==> config.mk <==
export PLATFORM = sky130hd
export DESIGN_NAME = key_event_ring_queue
export DESIGN_NICKNAME = d
export VERILOG_FILES = /design/src/sv/kerq_pkg.sv /design/src/sv/kerq_ctrl.sv /design/src/sv/kerq_dp.sv /design/src/sv/key_event_ring_queue.sv
export SDC_FILE = /design/constraint.sdc
export NUM_CORES = 2
export LEC_CHECK = 0
export ABC_CLOCK_PERIOD_IN_PS = 6400
export BUFFER_PORTS_ARGS = -buffer_cell sky130_fd_sc_hd__buf_2
export CORE_AREA = 2 2 576 578
export DETAILED_ROUTE_END_ITERATION = 7
export DIE_AREA = 0 0 578 580
export GPL_ROUTABILITY_DRIVEN = 0
export HOLD_SLACK_MARGIN = 0.05
export SLEW_MARGIN = 20
export SYNTH_ARGS = -nofsm -noshare
export SYNTH_HDL_FRONTEND = slang
export SYNTH_SLANG_ARGS = --single-unit
==> constraint.sdc <==
create_clock -name clk_i -period 6.4 [get_ports clk_i]
set_input_delay 0.96 -clock clk_i [delete_from_list [all_inputs] [get_ports clk_i]]
set_output_delay 0.96 -clock clk_i [all_outputs]
set_load 0.02 [all_outputs]
==> src/sv/kerq_pkg.sv <==
// shared types and constants of the key event ring queue
// no dependencies
package kerq_pkg;

  localparam int unsigned Entries     = 16;
  localparam int unsigned BufferBytes = 256;
  localparam int unsigned SlotW       = 4;
  localparam int unsigned CountW      = 5;
  localparam int unsigned UsedW       = 9;
  localparam int unsigned OffW        = 8;
  localparam int unsigned LenW        = 6;
  localparam int unsigned CodeW       = 8;
  localparam int unsigned KeyCntW     = 5;
  localparam int unsigned CfgIdxW     = 2;

  // register indexes of the config port
  localparam logic [CfgIdxW-1:0] CfgKbdMajor   = 2'd0;
  localparam logic [CfgIdxW-1:0] CfgClearMinor = 2'd1;
  localparam logic [CfgIdxW-1:0] CfgCancelMinor = 2'd2;
  localparam logic [CfgIdxW-1:0] CfgModeMajor  = 2'd3;

  typedef enum logic [2:0] {
    KIND_WRITE, KIND_BYTE, KIND_READ, KIND_PEEK,
    KIND_FLUSH_CLEAR, KIND_FLUSH_CANCEL, KIND_CLEAR_ALL, KIND_NOP
  } kind_e;

  typedef enum logic [2:0] {
    ST_SUCCESS, ST_EMPTY, ST_KEY_FOUND, ST_KEY_NOT_FOUND, ST_WRITE_OK, ST_WRITE_REJ
  } status_e;

  typedef enum logic [1:0] {S_IDLE, S_EXEC, S_BYTES, S_FLUSH} state_e;

  typedef enum logic [2:0] {EMIT_NONE, EMIT_STATUS, EMIT_MODE, EMIT_HEADER, EMIT_BYTE} emit_e;

  typedef struct packed {
    logic [CodeW-1:0] major;
    logic [CodeW-1:0] minor;
    logic [CodeW-1:0] mode;
    logic [LenW-1:0]  len;
    logic [OffW-1:0]  off;
  } desc_t;

  // commands from controller to datapath
  typedef struct packed {
    logic    latch;
    logic    hdr_write;
    logic    byte_write;
    logic    set_mode;
    logic    pop;
    logic    pop_read;
    logic    clear_all;
    logic    rd_start;
    emit_e   emit;
    status_e code;
  } cmd_t;

  // status from datapath to controller
  typedef struct packed {
    kind_e kind;
    logic  hdr_reject;
    logic  pend_ok;
    logic  mode_diff;
    logic  empty;
    logic  len_zero;
    logic  last_byte;
    logic  ovf_hit;
    logic  cnt_zero;
    logic  key_hit;
  } stat_t;

endpackage

==> src/sv/kerq_ctrl.sv <==
// controller state machine of the key event ring queue
// depends on kerq_pkg
module kerq_ctrl (
  input  logic           clk_i,
  input  logic           rst_ni,
  input  logic           start_i,
  input  kerq_pkg::stat_t stat_i,
  output kerq_pkg::cmd_t  cmd_o,
  output logic           busy_o
);
  import kerq_pkg::*;

  state_e state_q, state_d;
  logic   is_read;

  assign is_read = (stat_i.kind == KIND_READ);
  assign busy_o  = (state_q != S_IDLE);

  // state register
  always_ff @(posedge clk_i or negedge rst_ni) begin
    if (!rst_ni) begin
      state_q <= S_IDLE;
    end else begin
      state_q <= state_d;
    end
  end

  // next state
  always_comb begin
    state_d = state_q;
    unique case (state_q)
      S_IDLE: begin
        if (start_i) state_d = S_EXEC;
      end
      S_EXEC: begin
        state_d = S_IDLE;
        unique case (stat_i.kind)
          KIND_READ, KIND_PEEK: begin
            if (!stat_i.mode_diff && !stat_i.empty && !stat_i.len_zero) state_d = S_BYTES;
          end
          KIND_FLUSH_CLEAR, KIND_FLUSH_CANCEL: begin
            if (!stat_i.ovf_hit && !stat_i.cnt_zero) state_d = S_FLUSH;
          end
          default: state_d = S_IDLE;
        endcase
      end
      S_BYTES: begin
        if (stat_i.last_byte) state_d = S_IDLE;
      end
      S_FLUSH: begin
        if (stat_i.empty || stat_i.key_hit) state_d = S_IDLE;
      end
      default: state_d = S_IDLE;
    endcase
  end

  // command outputs
  always_comb begin
    cmd_o      = '0;
    cmd_o.emit = EMIT_NONE;
    cmd_o.code = ST_SUCCESS;
    unique case (state_q)
      S_IDLE: cmd_o.latch = start_i;
      S_EXEC: begin
        unique case (stat_i.kind)
          KIND_WRITE: begin
            cmd_o.hdr_write = 1'b1;
            cmd_o.emit      = EMIT_STATUS;
            cmd_o.code      = stat_i.hdr_reject ? ST_WRITE_REJ : ST_WRITE_OK;
          end
          KIND_BYTE: begin
            cmd_o.byte_write = 1'b1;
            cmd_o.emit       = EMIT_STATUS;
            cmd_o.code       = stat_i.pend_ok ? ST_WRITE_OK : ST_WRITE_REJ;
          end
          KIND_READ, KIND_PEEK: begin
            priority if (stat_i.mode_diff) begin
              cmd_o.set_mode = 1'b1;
              cmd_o.emit     = EMIT_MODE;
            end else if (stat_i.empty) begin
              cmd_o.emit = EMIT_STATUS;
              cmd_o.code = ST_EMPTY;
            end else begin
              cmd_o.emit     = EMIT_HEADER;
              cmd_o.rd_start = 1'b1;
              cmd_o.pop      = stat_i.len_zero && is_read;
              cmd_o.pop_read = stat_i.len_zero && is_read;
            end
          end
          KIND_FLUSH_CLEAR, KIND_FLUSH_CANCEL: begin
            priority if (stat_i.ovf_hit) begin
              cmd_o.clear_all = 1'b1;
              cmd_o.emit      = EMIT_STATUS;
              cmd_o.code      = ST_KEY_FOUND;
            end else if (stat_i.cnt_zero) begin
              cmd_o.emit = EMIT_STATUS;
              cmd_o.code = ST_KEY_NOT_FOUND;
            end else begin
              // walk the ring in the flush state
              cmd_o.emit = EMIT_NONE;
            end
          end
          KIND_CLEAR_ALL: begin
            cmd_o.clear_all = 1'b1;
            cmd_o.emit      = EMIT_STATUS;
          end
          default: ;
        endcase
      end
      S_BYTES: begin
        cmd_o.emit     = EMIT_BYTE;
        cmd_o.pop      = stat_i.last_byte && is_read;
        cmd_o.pop_read = stat_i.last_byte && is_read;
      end
      S_FLUSH: begin
        priority if (stat_i.empty) begin
          cmd_o.emit = EMIT_STATUS;
          cmd_o.code = ST_KEY_NOT_FOUND;
        end else begin
          cmd_o.pop = 1'b1;
          if (stat_i.key_hit) begin
            cmd_o.emit = EMIT_STATUS;
            cmd_o.code = ST_KEY_FOUND;
          end
        end
      end
      default: ;
    endcase
  end

endmodule

==> src/sv/kerq_dp.sv <==
// datapath of the key event ring queue: rings, counters, flags, result mux
// depends on kerq_pkg
module kerq_dp (
  input  logic                           clk_i,
  input  logic                           rst_ni,
  input  kerq_pkg::cmd_t                 cmd_i,
  output kerq_pkg::stat_t                stat_o,
  input  logic [2:0]                     kind_i,
  input  logic [kerq_pkg::CodeW-1:0]     event_major_i,
  input  logic [kerq_pkg::CodeW-1:0]     event_minor_i,
  input  logic [kerq_pkg::LenW-1:0]      payload_length_i,
  input  logic [7:0]                     payload_byte_i,
  input  logic [kerq_pkg::CodeW-1:0]     current_mode_i,
  input  logic                           cfg_we_i,
  input  logic [kerq_pkg::CfgIdxW-1:0]   cfg_idx_i,
  input  logic [kerq_pkg::CodeW-1:0]     cfg_wdata_i,
  output logic                           result_valid_o,
  output logic [2:0]                     status_o,
  output logic [kerq_pkg::CodeW-1:0]     out_major_o,
  output logic [kerq_pkg::CodeW-1:0]     out_minor_o,
  output logic [kerq_pkg::LenW-1:0]      out_length_o,
  output logic [7:0]                     out_byte_o,
  output logic                           is_payload_o,
  output logic                           last_o
);
  import kerq_pkg::*;

  // latched request
  kind_e            kind_q;
  logic [CodeW-1:0] emaj_q, emin_q, cmode_q;
  logic [LenW-1:0]  plen_q;
  logic [7:0]       pbyte_q;

  // config registers
  logic [CodeW-1:0] kbd_major_q, clear_minor_q, cancel_minor_q, mode_major_q;

  // queue state
  desc_t              desc_q [Entries];
  logic [SlotW-1:0]   rd_slot_q, wr_slot_q;
  logic [CountW-1:0]  count_q;
  logic [UsedW-1:0]   used_q;
  logic [OffW-1:0]    wr_off_q;
  logic               full_q, clear_ovf_q, cancel_ovf_q;
  logic [KeyCntW-1:0] clear_cnt_q, cancel_cnt_q;
  logic [CodeW-1:0]   engine_mode_q;
  logic [LenW-1:0]    pending_q;
  logic               pend_acc_q;

  // byte ring
  logic [7:0]           mem [BufferBytes];
  logic [BufferBytes-1:0] vld_q;
  logic [7:0]           rdata_q;
  logic                 rvld_q;
  logic [LenW-1:0]      idx_q;

  desc_t            head;
  logic [CodeW-1:0] mode_tgt, flush_key;
  logic [UsedW:0]   used_sum;
  logic             reject, pend_ok, mem_we, empty, last_byte;
  logic [OffW-1:0]  waddr, raddr;
  logic             is_kbd_in, is_kbd_head;

  assign head        = desc_q[rd_slot_q];
  assign empty       = (count_q == '0);
  assign used_sum    = {1'b0, used_q} + (UsedW+1)'(plen_q);
  assign reject      = full_q || (count_q >= CountW'(Entries))
                       || (used_sum > (UsedW+1)'(BufferBytes));
  assign pend_ok     = (pending_q != '0) && pend_acc_q;
  assign mem_we      = cmd_i.byte_write && pend_ok;
  assign waddr       = wr_off_q - OffW'(pending_q);
  assign raddr       = cmd_i.rd_start ? head.off : head.off + OffW'(idx_q) + OffW'(1);
  assign mode_tgt    = empty ? cmode_q : head.mode;
  assign flush_key   = (kind_q == KIND_FLUSH_CLEAR) ? clear_minor_q : cancel_minor_q;
  assign is_kbd_in   = (emaj_q == kbd_major_q);
  assign is_kbd_head = (head.major == kbd_major_q);
  assign last_byte   = (idx_q == head.len - LenW'(1));

  // status to controller
  always_comb begin
    stat_o.kind       = kind_q;
    stat_o.hdr_reject = reject;
    stat_o.pend_ok    = pend_ok;
    stat_o.mode_diff  = (engine_mode_q != mode_tgt);
    stat_o.empty      = empty;
    stat_o.len_zero   = (head.len == '0);
    stat_o.last_byte  = last_byte;
    stat_o.ovf_hit    = (kind_q == KIND_FLUSH_CLEAR) ? clear_ovf_q : cancel_ovf_q;
    stat_o.cnt_zero   = (kind_q == KIND_FLUSH_CLEAR) ? (clear_cnt_q == '0)
                                                      : (cancel_cnt_q == '0);
    stat_o.key_hit    = is_kbd_head && (head.minor == flush_key);
  end

  // request capture
  always_ff @(posedge clk_i) begin
    if (cmd_i.latch) begin
      kind_q  <= kind_e'(kind_i);
      emaj_q  <= event_major_i;
      emin_q  <= event_minor_i;
      plen_q  <= payload_length_i;
      pbyte_q <= payload_byte_i;
      cmode_q <= current_mode_i;
    end
  end

  // config registers
  always_ff @(posedge clk_i or negedge rst_ni) begin
    if (!rst_ni) begin
      kbd_major_q    <= 8'd0;
      clear_minor_q  <= 8'd0;
      cancel_minor_q <= 8'd1;
      mode_major_q   <= 8'd2;
    end else if (cfg_we_i) begin
      unique case (cfg_idx_i)
        CfgKbdMajor:    kbd_major_q    <= cfg_wdata_i;
        CfgClearMinor:  clear_minor_q  <= cfg_wdata_i;
        CfgCancelMinor: cancel_minor_q <= cfg_wdata_i;
        CfgModeMajor:   mode_major_q   <= cfg_wdata_i;
        default: ;
      endcase
    end
  end

  // descriptor ring
  always_ff @(posedge clk_i or negedge rst_ni) begin
    if (!rst_ni) begin
      for (int i = 0; i < Entries; i++) desc_q[i] <= '0;
    end else if (cmd_i.clear_all) begin
      for (int i = 0; i < Entries; i++) desc_q[i] <= '0;
    end else if (cmd_i.hdr_write && !reject) begin
      desc_q[wr_slot_q] <= '{major: emaj_q, minor: emin_q, mode: cmode_q,
                             len: plen_q, off: wr_off_q};
    end
  end

  // queue counters and flags
  always_ff @(posedge clk_i or negedge rst_ni) begin
    if (!rst_ni) begin
      rd_slot_q     <= '0;
      wr_slot_q     <= '0;
      count_q       <= '0;
      used_q        <= '0;
      wr_off_q      <= '0;
      full_q        <= 1'b0;
      clear_ovf_q   <= 1'b0;
      cancel_ovf_q  <= 1'b0;
      clear_cnt_q   <= '0;
      cancel_cnt_q  <= '0;
      engine_mode_q <= '0;
      pending_q     <= '0;
      pend_acc_q    <= 1'b0;
      idx_q         <= '0;
    end else begin
      if (cmd_i.clear_all) begin
        rd_slot_q    <= '0;
        wr_slot_q    <= '0;
        count_q      <= '0;
        used_q       <= '0;
        wr_off_q     <= '0;
        full_q       <= 1'b0;
        clear_ovf_q  <= 1'b0;
        cancel_ovf_q <= 1'b0;
        clear_cnt_q  <= '0;
        cancel_cnt_q <= '0;
        pending_q    <= '0;
        pend_acc_q   <= 1'b0;
      end
      // header write
      if (cmd_i.hdr_write) begin
        pending_q  <= plen_q;
        pend_acc_q <= !reject;
        if (reject) begin
          full_q <= 1'b1;
          if (is_kbd_in) begin
            priority if (emin_q == clear_minor_q) begin
              clear_ovf_q <= 1'b1;
            end else if (emin_q == cancel_minor_q) begin
              cancel_ovf_q <= 1'b1;
            end else begin
            end
          end
        end else begin
          if (is_kbd_in) begin
            priority if (emin_q == clear_minor_q) begin
              if (clear_cnt_q != '1) clear_cnt_q <= clear_cnt_q + KeyCntW'(1);
            end else if (emin_q == cancel_minor_q) begin
              if (cancel_cnt_q != '1) cancel_cnt_q <= cancel_cnt_q + KeyCntW'(1);
            end else begin
            end
          end
          count_q   <= count_q + CountW'(1);
          used_q    <= used_sum[UsedW-1:0];
          wr_slot_q <= (wr_slot_q == SlotW'(Entries-1)) ? '0 : wr_slot_q + SlotW'(1);
          wr_off_q  <= wr_off_q + OffW'(plen_q);
        end
      end
      // payload byte
      if (cmd_i.byte_write && (pending_q != '0)) pending_q <= pending_q - LenW'(1);
      if (cmd_i.set_mode) engine_mode_q <= mode_tgt;
      // read index
      if (cmd_i.rd_start) idx_q <= '0;
      else if (cmd_i.emit == EMIT_BYTE) idx_q <= idx_q + LenW'(1);
      // pop head entry
      if (cmd_i.pop) begin
        count_q   <= count_q - CountW'(1);
        used_q    <= (used_q >= UsedW'(head.len)) ? used_q - UsedW'(head.len) : '0;
        rd_slot_q <= (rd_slot_q == SlotW'(Entries-1)) ? '0 : rd_slot_q + SlotW'(1);
        if (is_kbd_head) begin
          priority if (head.minor == clear_minor_q) begin
            if (clear_cnt_q != '0) clear_cnt_q <= clear_cnt_q - KeyCntW'(1);
          end else if (head.minor == cancel_minor_q) begin
            if (cancel_cnt_q != '0) cancel_cnt_q <= cancel_cnt_q - KeyCntW'(1);
          end else begin
          end
        end
        if (cmd_i.pop_read && full_q) begin
          full_q       <= 1'b0;
          clear_ovf_q  <= 1'b0;
          cancel_ovf_q <= 1'b0;
        end
      end
    end
  end

  // byte ring memory, registered read
  always_ff @(posedge clk_i) begin
    if (mem_we) mem[waddr] <= pbyte_q;
    rdata_q <= mem[raddr];
    rvld_q  <= vld_q[raddr];
  end

  // written marks of the byte ring, an unwritten byte reads as zero
  always_ff @(posedge clk_i or negedge rst_ni) begin
    if (!rst_ni) begin
      vld_q <= '0;
    end else if (cmd_i.clear_all) begin
      vld_q <= '0;
    end else if (mem_we) begin
      vld_q[waddr] <= 1'b1;
    end
  end

  // result mux
  always_comb begin
    result_valid_o = (cmd_i.emit != EMIT_NONE);
    status_o       = ST_SUCCESS;
    out_major_o    = '0;
    out_minor_o    = '0;
    out_length_o   = '0;
    out_byte_o     = '0;
    is_payload_o   = 1'b0;
    last_o         = 1'b0;
    unique case (cmd_i.emit)
      EMIT_STATUS: begin
        status_o = cmd_i.code;
        last_o   = 1'b1;
      end
      EMIT_MODE: begin
        out_major_o = mode_major_q;
        out_minor_o = mode_tgt;
        last_o      = 1'b1;
      end
      EMIT_HEADER: begin
        out_major_o  = head.major;
        out_minor_o  = head.minor;
        out_length_o = head.len;
        last_o       = (head.len == '0);
      end
      EMIT_BYTE: begin
        out_byte_o   = rvld_q ? rdata_q : 8'd0;
        is_payload_o = 1'b1;
        last_o       = last_byte;
      end
      default: ;
    endcase
  end

endmodule

==> src/sv/key_event_ring_queue.sv <==
// Key event ring queue top level: controller plus datapath.
// Latency: the first result is on the ports in the cycle after the accepting edge, but a ring-walking flush is later.
// Throughput: a new request is taken only while idle; read/peek give the header, then one payload byte per
// cycle; flush pops one entry per cycle until the key is popped or the ring runs empty.
// Reset: async active low; rings, counters and flags empty, registers at their defaults.
// Results are shown for one cycle with result_valid_o; the receiver cannot stall.
module key_event_ring_queue (
  input  logic                         clk_i,
  input  logic                         rst_ni,
  input  logic                         start_i,
  output logic                         busy_o,
  input  logic [2:0]                   kind_i,
  input  logic [kerq_pkg::CodeW-1:0]   event_major_i,
  input  logic [kerq_pkg::CodeW-1:0]   event_minor_i,
  input  logic [kerq_pkg::LenW-1:0]    payload_length_i,
  input  logic [7:0]                   payload_byte_i,
  input  logic [kerq_pkg::CodeW-1:0]   current_mode_i,
  input  logic                         cfg_we_i,
  input  logic [kerq_pkg::CfgIdxW-1:0] cfg_idx_i,
  input  logic [kerq_pkg::CodeW-1:0]   cfg_wdata_i,
  output logic                         result_valid_o,
  output logic [2:0]                   status_o,
  output logic [kerq_pkg::CodeW-1:0]   out_major_o,
  output logic [kerq_pkg::CodeW-1:0]   out_minor_o,
  output logic [kerq_pkg::LenW-1:0]    out_length_o,
  output logic [7:0]                   out_byte_o,
  output logic                         is_payload_o,
  output logic                         last_o
);
  import kerq_pkg::*;

  cmd_t  cmd;
  stat_t stat;

  // sequencing
  kerq_ctrl u_ctrl (
    .clk_i  (clk_i),
    .rst_ni (rst_ni),
    .start_i(start_i),
    .stat_i (stat),
    .cmd_o  (cmd),
    .busy_o (busy_o)
  );

  // storage and result path
  kerq_dp u_dp (
    .clk_i           (clk_i),
    .rst_ni          (rst_ni),
    .cmd_i           (cmd),
    .stat_o          (stat),
    .kind_i          (kind_i),
    .event_major_i   (event_major_i),
    .event_minor_i   (event_minor_i),
    .payload_length_i(payload_length_i),
    .payload_byte_i  (payload_byte_i),
    .current_mode_i  (current_mode_i),
    .cfg_we_i        (cfg_we_i),
    .cfg_idx_i       (cfg_idx_i),
    .cfg_wdata_i     (cfg_wdata_i),
    .result_valid_o  (result_valid_o),
    .status_o        (status_o),
    .out_major_o     (out_major_o),
    .out_minor_o     (out_minor_o),
    .out_length_o    (out_length_o),
    .out_byte_o      (out_byte_o),
    .is_payload_o    (is_payload_o),
    .last_o          (last_o)
  );

endmodule

# After elaboration in Yosys (flattened, before gate mapping)
# Memory sizes are Yosys's and may differ from the RTL's. A register that Yosys moved wholly into a read port is not among the register bits.
# Cells that the tools add are included.
dict set report totals {
  input_bits 55
  ff_bits 1004
  romBits 0
  mem_bits_rw 2048
  elab_cells 353
  n_memories 1
  latchBits 0
}
dict set report classes {
  div 0
  addsub 17
  n_mux 135
  bitwise 3
  n_eq_ne 32
  n_reduce_logical 49
  shift 0
  n_lt_le_gt_ge 9
  n_mul 0
}
# name words width read_ports rd_ports_with_merged_regs write_ports line_no
set memory_table {}
lappend memory_table {u_dp.mem 256 8 1 1 1 kerq_dp.sv:50} ;# logic [7:0] mem [BufferBytes];
# operator n
set ops {}
lappend ops {{$mux 608} 2}
lappend ops {{$bwmux 608} 1}
lappend ops {{$mux 256} 2}
lappend ops {{$or 256x256->256} 1}
lappend ops {{$bmux 38 s4} 1}
lappend ops {{$demux 38 s4} 1}
lappend ops {{$mux 5} 26}
lappend ops {{$mux 38} 3}
lappend ops {{$mux 8} 8}
lappend ops {{$eq 8x8->1} 7}
lappend ops {{$mux 9} 5}
lappend ops {{$mux 1} 42}
lappend ops {{$mux 4} 10}
lappend ops {{$mux 6} 6}
lappend ops {{$pmux 8 s2} 2}
lappend ops {{$mux 2} 10}
lappend ops {{$lt 8x9->1 const B} 2}
lappend ops {{$pmux 3 s3} 2}
lappend ops {{$add 8x6->8} 2}
lappend ops {{$add 5x1->5 const B} 3}
lappend ops {{$ge 5x5->1 const B} 3}
lappend ops {{$logic_not 5->1} 3}
lappend ops {{$sub 5x1->5 const B} 3}
lappend ops {{$logic_and 1x1->1} 13}
lappend ops {{other kinds (45)} 87}

# Logic depth before layout (Yosys ltp)
dict set report depth {
  depth_word 21
  depth_mapped 26
  mapped_depth_nobuf 20
}

# Hierarchy
# Synthesis repeated with hierarchy kept, for this count alone.
dict set report hier_totals {
  hier_cells 10884
  hier_area_um2 130531.4
}
# module seq_area_each_um2 cells_per_inst area_each_um2 instances
set by_module_without_submodules {}
lappend by_module_without_submodules {kerq_dp 86935.9 10820 130056.0 1}
lappend by_module_without_submodules {kerq_ctrl 50.0 64 475.5 1}

# Worst setup path before layout
# Ideal clock, no wire load.
dict set report synth_path {
  path_kind {reg-to-output}
  from {register u_dp.rd_slot_q[0]}
  to {output port out_major_o[0] (netlist name)}
  stages_incl_launch_ff 19
  n_path_buf 6
  slack_ns 1.008
  arrival_ns 4.432
  path_cell_list {dfrtp_1 -> buf_4 -> buf_2 -> buf_2 -> buf_1 -> mux4_2 -> a22oi_1 -> nand2_1 -> xor2_1 -> nor4_1 -> nand2_1 -> inv_1 -> a31oi_1 -> nor2b_1 -> o21a_1 -> buf_2 -> buf_2 -> nor2_1 -> a311oi_1}
}
dict set report synth_via {
  elab_chain_cells 11
}
# element line_no
set synth_rtl {}
lappend synth_rtl {{start, declared} kerq_dp.sv:39} ;# logic [SlotW-1:0] rd_slot_q, wr_slot_q;
lappend synth_rtl {{start signal, assigned} kerq_dp.sv:206} ;# rd_slot_q <= (rd_slot_q == SlotW'(Entries-1)) ? '0 : rd_slot_q + SlotW'(1);
lappend synth_rtl {{$not 4->5 (implied by the code) (*)} kerq_dp.sv:63} ;# assign head = desc_q[rd_slot_q];
lappend synth_rtl {{$bmux 38 s4 (*)} kerq_dp.sv:63}
lappend synth_rtl {{$mux 38 (implied by the code) (*) (2 in series)} kerq_dp.sv:63}
lappend synth_rtl {{$mux 8 (tied with other cells)} kerq_dp.sv:72} ;# assign mode_tgt = empty ? cmode_q : head.mode;
lappend synth_rtl {{$ne 8x8->1 or $logic_and 1x1->1 (tied branches)} {kerq_dp.sv:83, kerq_dp.sv:90}}
lappend synth_rtl {{$mux 3 or $mux 4 (tied branches)} {kerq_ctrl.sv:77, kerq_ctrl.sv:121}}
lappend synth_rtl {{$pmux 3 s3 or $mux 4 (tied branches)} {kerq_ctrl.sv:65, kerq_ctrl.sv:116}}
lappend synth_rtl {{$pmux 3 s3} kerq_ctrl.sv:62} ;# unique case (state_q)
lappend synth_rtl {{$eq 3x2->1} kerq_dp.sv:252} ;# unique case (cmd_i.emit)
lappend synth_rtl {{$pmux 8 s2 (*)} kerq_dp.sv:252}
lappend synth_rtl {{end, declared} key_event_ring_queue.sv:23} ;# output logic [kerq_pkg::CodeW-1:0] out_major_o,
# Mark *: on every way between the ends. The rest lies on a longest branch, timed or not. The select of a mux whose other input is x is not followed.

# Worst setup path after layout
dict set report layout_path {
  from {register u_dp.rd_slot_q[1]}
  to {register u_dp.rdata_q[2] (read register of u_dp.mem)}
}
dict set report layout_via {
  elab_chain_cells 10
}
# element line_no
set layout_rtl {}
lappend layout_rtl {{$not 4->5 (implied by the code) (*)} kerq_dp.sv:63}
lappend layout_rtl {{$bmux 38 s4 (*)} kerq_dp.sv:63}
lappend layout_rtl {{$mux 38 (implied by the code) (*) (2 in series)} kerq_dp.sv:63}
lappend layout_rtl {{parallel branches: the longest is 5 deep, another holds $add 8x6->8} --}
lappend layout_rtl {{$mux 8 (*)} kerq_dp.sv:71} ;# assign raddr = cmd_i.rd_start ? head.off : head.off + OffW'(idx_q) + OffW'(1);
lappend layout_rtl {{end, declared} kerq_dp.sv:52} ;# logic [7:0] rdata_q;
# Mark *: on every way between the ends. The select of a mux whose other input is x is not followed.
# A chain may end at the register's enable or synchronous reset.

==> run_results.csv <==
group,metric,value,unit
timing,period_needed,6370,ps
timing,fmax,157,MHz
timing,maxSlewHeadroom,13.5,%
pwr,power_leakage,54.5,nW
die,coreArea,329000,sq um
logic_synthesis,synthFlopType,"edfxtp_1",
pwr,p_per_area,447,nW/um^2
place,port-buffer-count,91,
logic_synthesis,synth_most_common_cell,"nand2_1",
drt,vias_per_cell,6.05,
timing,finalSetupTns,0,ps
logic_synthesis,seq_area_frac_synth,66.2,%
timing,grt_setup_unrepaired,"yes",
cells_and_area,fillCellCount,29100,
die,dieHeight,580,microns
timing,max_slew.worst_pin.slew,1300,ps
logic_synthesis,synthArstFlopShare,31.4,%
logic_synthesis,synthTopCellsByArea,"edfxtp_1 (48%), dfrtp_1 (18%), nand2_1 (6.4%)",
critical_path,critPathTopFamily,"compound AO/OA/AOI/OAI gates",
critical_path,crit_buf_inv,7,
timing,finClkSkew,118,ps
cells_and_area,multi_input_area,41000,sq um
global_route,grt_max_degree,181,
logic_synthesis,synth_cell_types,92,
logic_synthesis,synth_nets,10800,
timing,timing.final.max_slew_violations,0,
critical_path,cpMostUsedCell,"buf_4",
logic_synthesis,syn_area,131000,sq um
clock_network,cts_tree,"yes",
logic_synthesis,ys_warn_count,0,
cells_and_area,syn2layout_area_growth,15.6,%
clock_network,htreeDepth,5,
critical_path,r2r-start,"u_dp.rd_slot_q[1]",
critical_path,max_stage_delay,770,ps
drt,routed_wl,447000,microns
logic_synthesis,syn-mean-instance-area,12.3,sq um
drt,highest_layer,"met5",
critical_path,worstPathMaxFanout,54,
timing,setup_violations,0,
job,drv_cap,0,
timing,hold_viol_final,0,
logic_synthesis,synth_enable_flop_cells,2089,
place,placed_area,140000,sq um
die,io_pins,92,
die,rows,211,
timing,finalCritPeriodShare,99.5,%
drt,met1_length,177000,microns
clock_network,cts.sink_count,3060,
logic_synthesis,yosysTopAreaCell,"edfxtp_1",
drt,drt_iter0_drc,12300,
clock_network,clkTransAtPathRegs,60,ps
die,dieWidth,578,microns
logic_synthesis,ys_seq_elements,3060,
logic_synthesis,synthTopCellsByCount,"nand2_1 (2251), edfxtp_1 (2089), dfrtp_1 (960), a21oi_1 (801), nor2_1 (672)",
status,status,"completed",
global_route,gr-usage-all-layers,26.0,%
place,pre_cts_slack,-477,ps
logic_synthesis,yosys.area.top_type_share,47.8,%
die,die_area,335000,sq um
global_route,grt_antenna_before_repair,20,
die,start_util,39.9,%
critical_path,end_kind,"register",
critical_path,worstPathCellList,"buf_4, mux4_2, mux2i_2, o221ai_2, xor2_1, or4_4, buf_4, o31ai_4, buf_12, buf_12, o21ai_2, buf_4, a221oi_1, a311oi_1, nor4_1, buf_4, o221ai_1, a22oi_1, buf_4, o22ai_1",
cells_and_area,final_area,152000,sq um
timing,worst_slack,31.5,ps
drt,wl_met2,205000,microns
drt,vias,94500,
critical_path,crit_start,"u_dp.rd_slot_q[1]",
cells_and_area,fin_nets,11100,
global_route,first_global_vias,91700,
critical_path,criticalPathCategory,"register to register",
logic_synthesis,synthCells,10700,
clock_network,numCtsBuffers,332,
critical_path,cp_slowest_cell,"a22oi_1",
critical_path,cp.arrival,7190,ps
drt,wire_per_inst,28.6,microns
drt,drc,0,
worst_hold_path,hp-start,"event_major_i[5]",
worst_hold_path,hp-class,"primary input to register",
clock_network,clk_latency,950,ps
drt,postRouteAntennaNets,0,
drt,wl_met3,42900,microns
timing,fin_hold_ws,187,ps
global_route,grt_overflow,0,
critical_path,critPathRequiredTime,7220,ps
critical_path,cp-start-kind,"register",
pwr,peakVddDrop,0.000370,V
drt,dr.pass1.iters,8,
cells_and_area,layout-drive-gt1-share,14.2,%
clock_network,clockBufferDepth,4,
global_route,grt_first_pass_wirelength,647000,microns
cells_and_area,final-seq-area,87000,sq um
place,detailed_place_hpwl,273000,microns
clock_network,cts_root_buffer,"clkbuf_16",
[timing repair]
action                                  CTS  global route
hold buffers                              1             0
hold endpoints to repair                 36             0
gates resized for setup                  18            35
endpoints found under the setup margin   35            32
buffers inserted                          6             7
pin swaps                                 1             4
[sequential cells by signal, summed over array words and instances, names as in the netlist, 9 cells and up]
register / flops
u_dp.desc_q: 608
u_dp.mem: 2048
u_dp.used_q: 9
u_dp.vld_q: 256
[metal layers]
| layer | vias to the layer above | GRT usage (%) |
|---|---|---|
| met5 | - | 0 |
| met4 | 18 | 12.1 |
| met3 | 1060 | 4.98 |
| met2 | 5381 | 40.1 |
| met1 | 48100 | 35.4 |
| li1 | 40000 | - |
[per-stage QoR]
step           util [%]  power, mW  instances
2_1_floorplan         -       35.9      10700
3_3_place_gp       42.6       47.5      15000
3_5_place_dp       42.6       47.8      15000
4_1_cts            46.0       67.3      15600
5_1_grt            46.1       69.7      15600
6_report           46.1       67.9      15600
[area by class of cell]
cell class | count | area share (%)
repair buffers | 769 | 4.61
flip-flops and latches | 3060 | 57.3
well taps | 4366 | 3.60
multi-input cells | 6743 | 27.0
diodes | 10 | 0.0165
clock inverters | 177 | 1.21
clock buffers | 442 | 6.11
inverters | 55 | 0.136
[final timing paths]
| path | end | slack, ps | cells past startpoint |
|---|---|---|---|
| setup / recovery | u_dp.rdata_q[2] | 30 | 20 |
| hold / removal | u_dp.emaj_q[5] | 190 | 1 |
| setup reg to reg | u_dp.rdata_q[2] | 30 | 20 |
| hold reg to reg | u_dp.vld_q[155] | 480 | 1 |
| max in group asynchronous | u_dp.vld_q[68] | 4270 | 3 |
| min in group asynchronous | u_dp.desc_q[65] | 560 | 2 |
[cells by family after synthesis]
group,Yosys count,synth area share (%)
flip-flops,3060,66.2
AND/OR/NAND/NOR,3640,11.6
buffers and inverters,911,2.93
adder cells (fa/ha/maj),60,0.600
multiplexers,689,6.58
AO/OA/AOI/OAI,2255,11.4
XOR/XNOR,99,0.660
[cells in the final DEF (no fill, tap or decap), types with 110 or more instances in the layout]
cell type  synthesis  final
a211oi_1         269    268
a21oi_1          801    799
a311oi_1         118    115
a31oi_1          148    146
and3_1           256    251
buf_12             0    110
buf_4             35    563
clkbuf_16          0    344
dfrtp_1          960    957
edfxtp_1        2089   2089
mux2i_1          493    485
mux4_2           133    133
nand2_1         2251   2231
nand3_1          198    193
nor2_1           672    650
o21a_1           134    134
o21ai_0          160    158
[where the power goes]
part / internal [mW] / switching, mW / total (mW)
clock network: 11.5 / 8.19 / 19.7
logic: 8.15 / 17.1 / 25.3
registers: 22.2 / 0.654 / 22.9
total: 41.9 / 26.0 / 67.9
No activity file was read; power rests on OpenSTA's default activity.
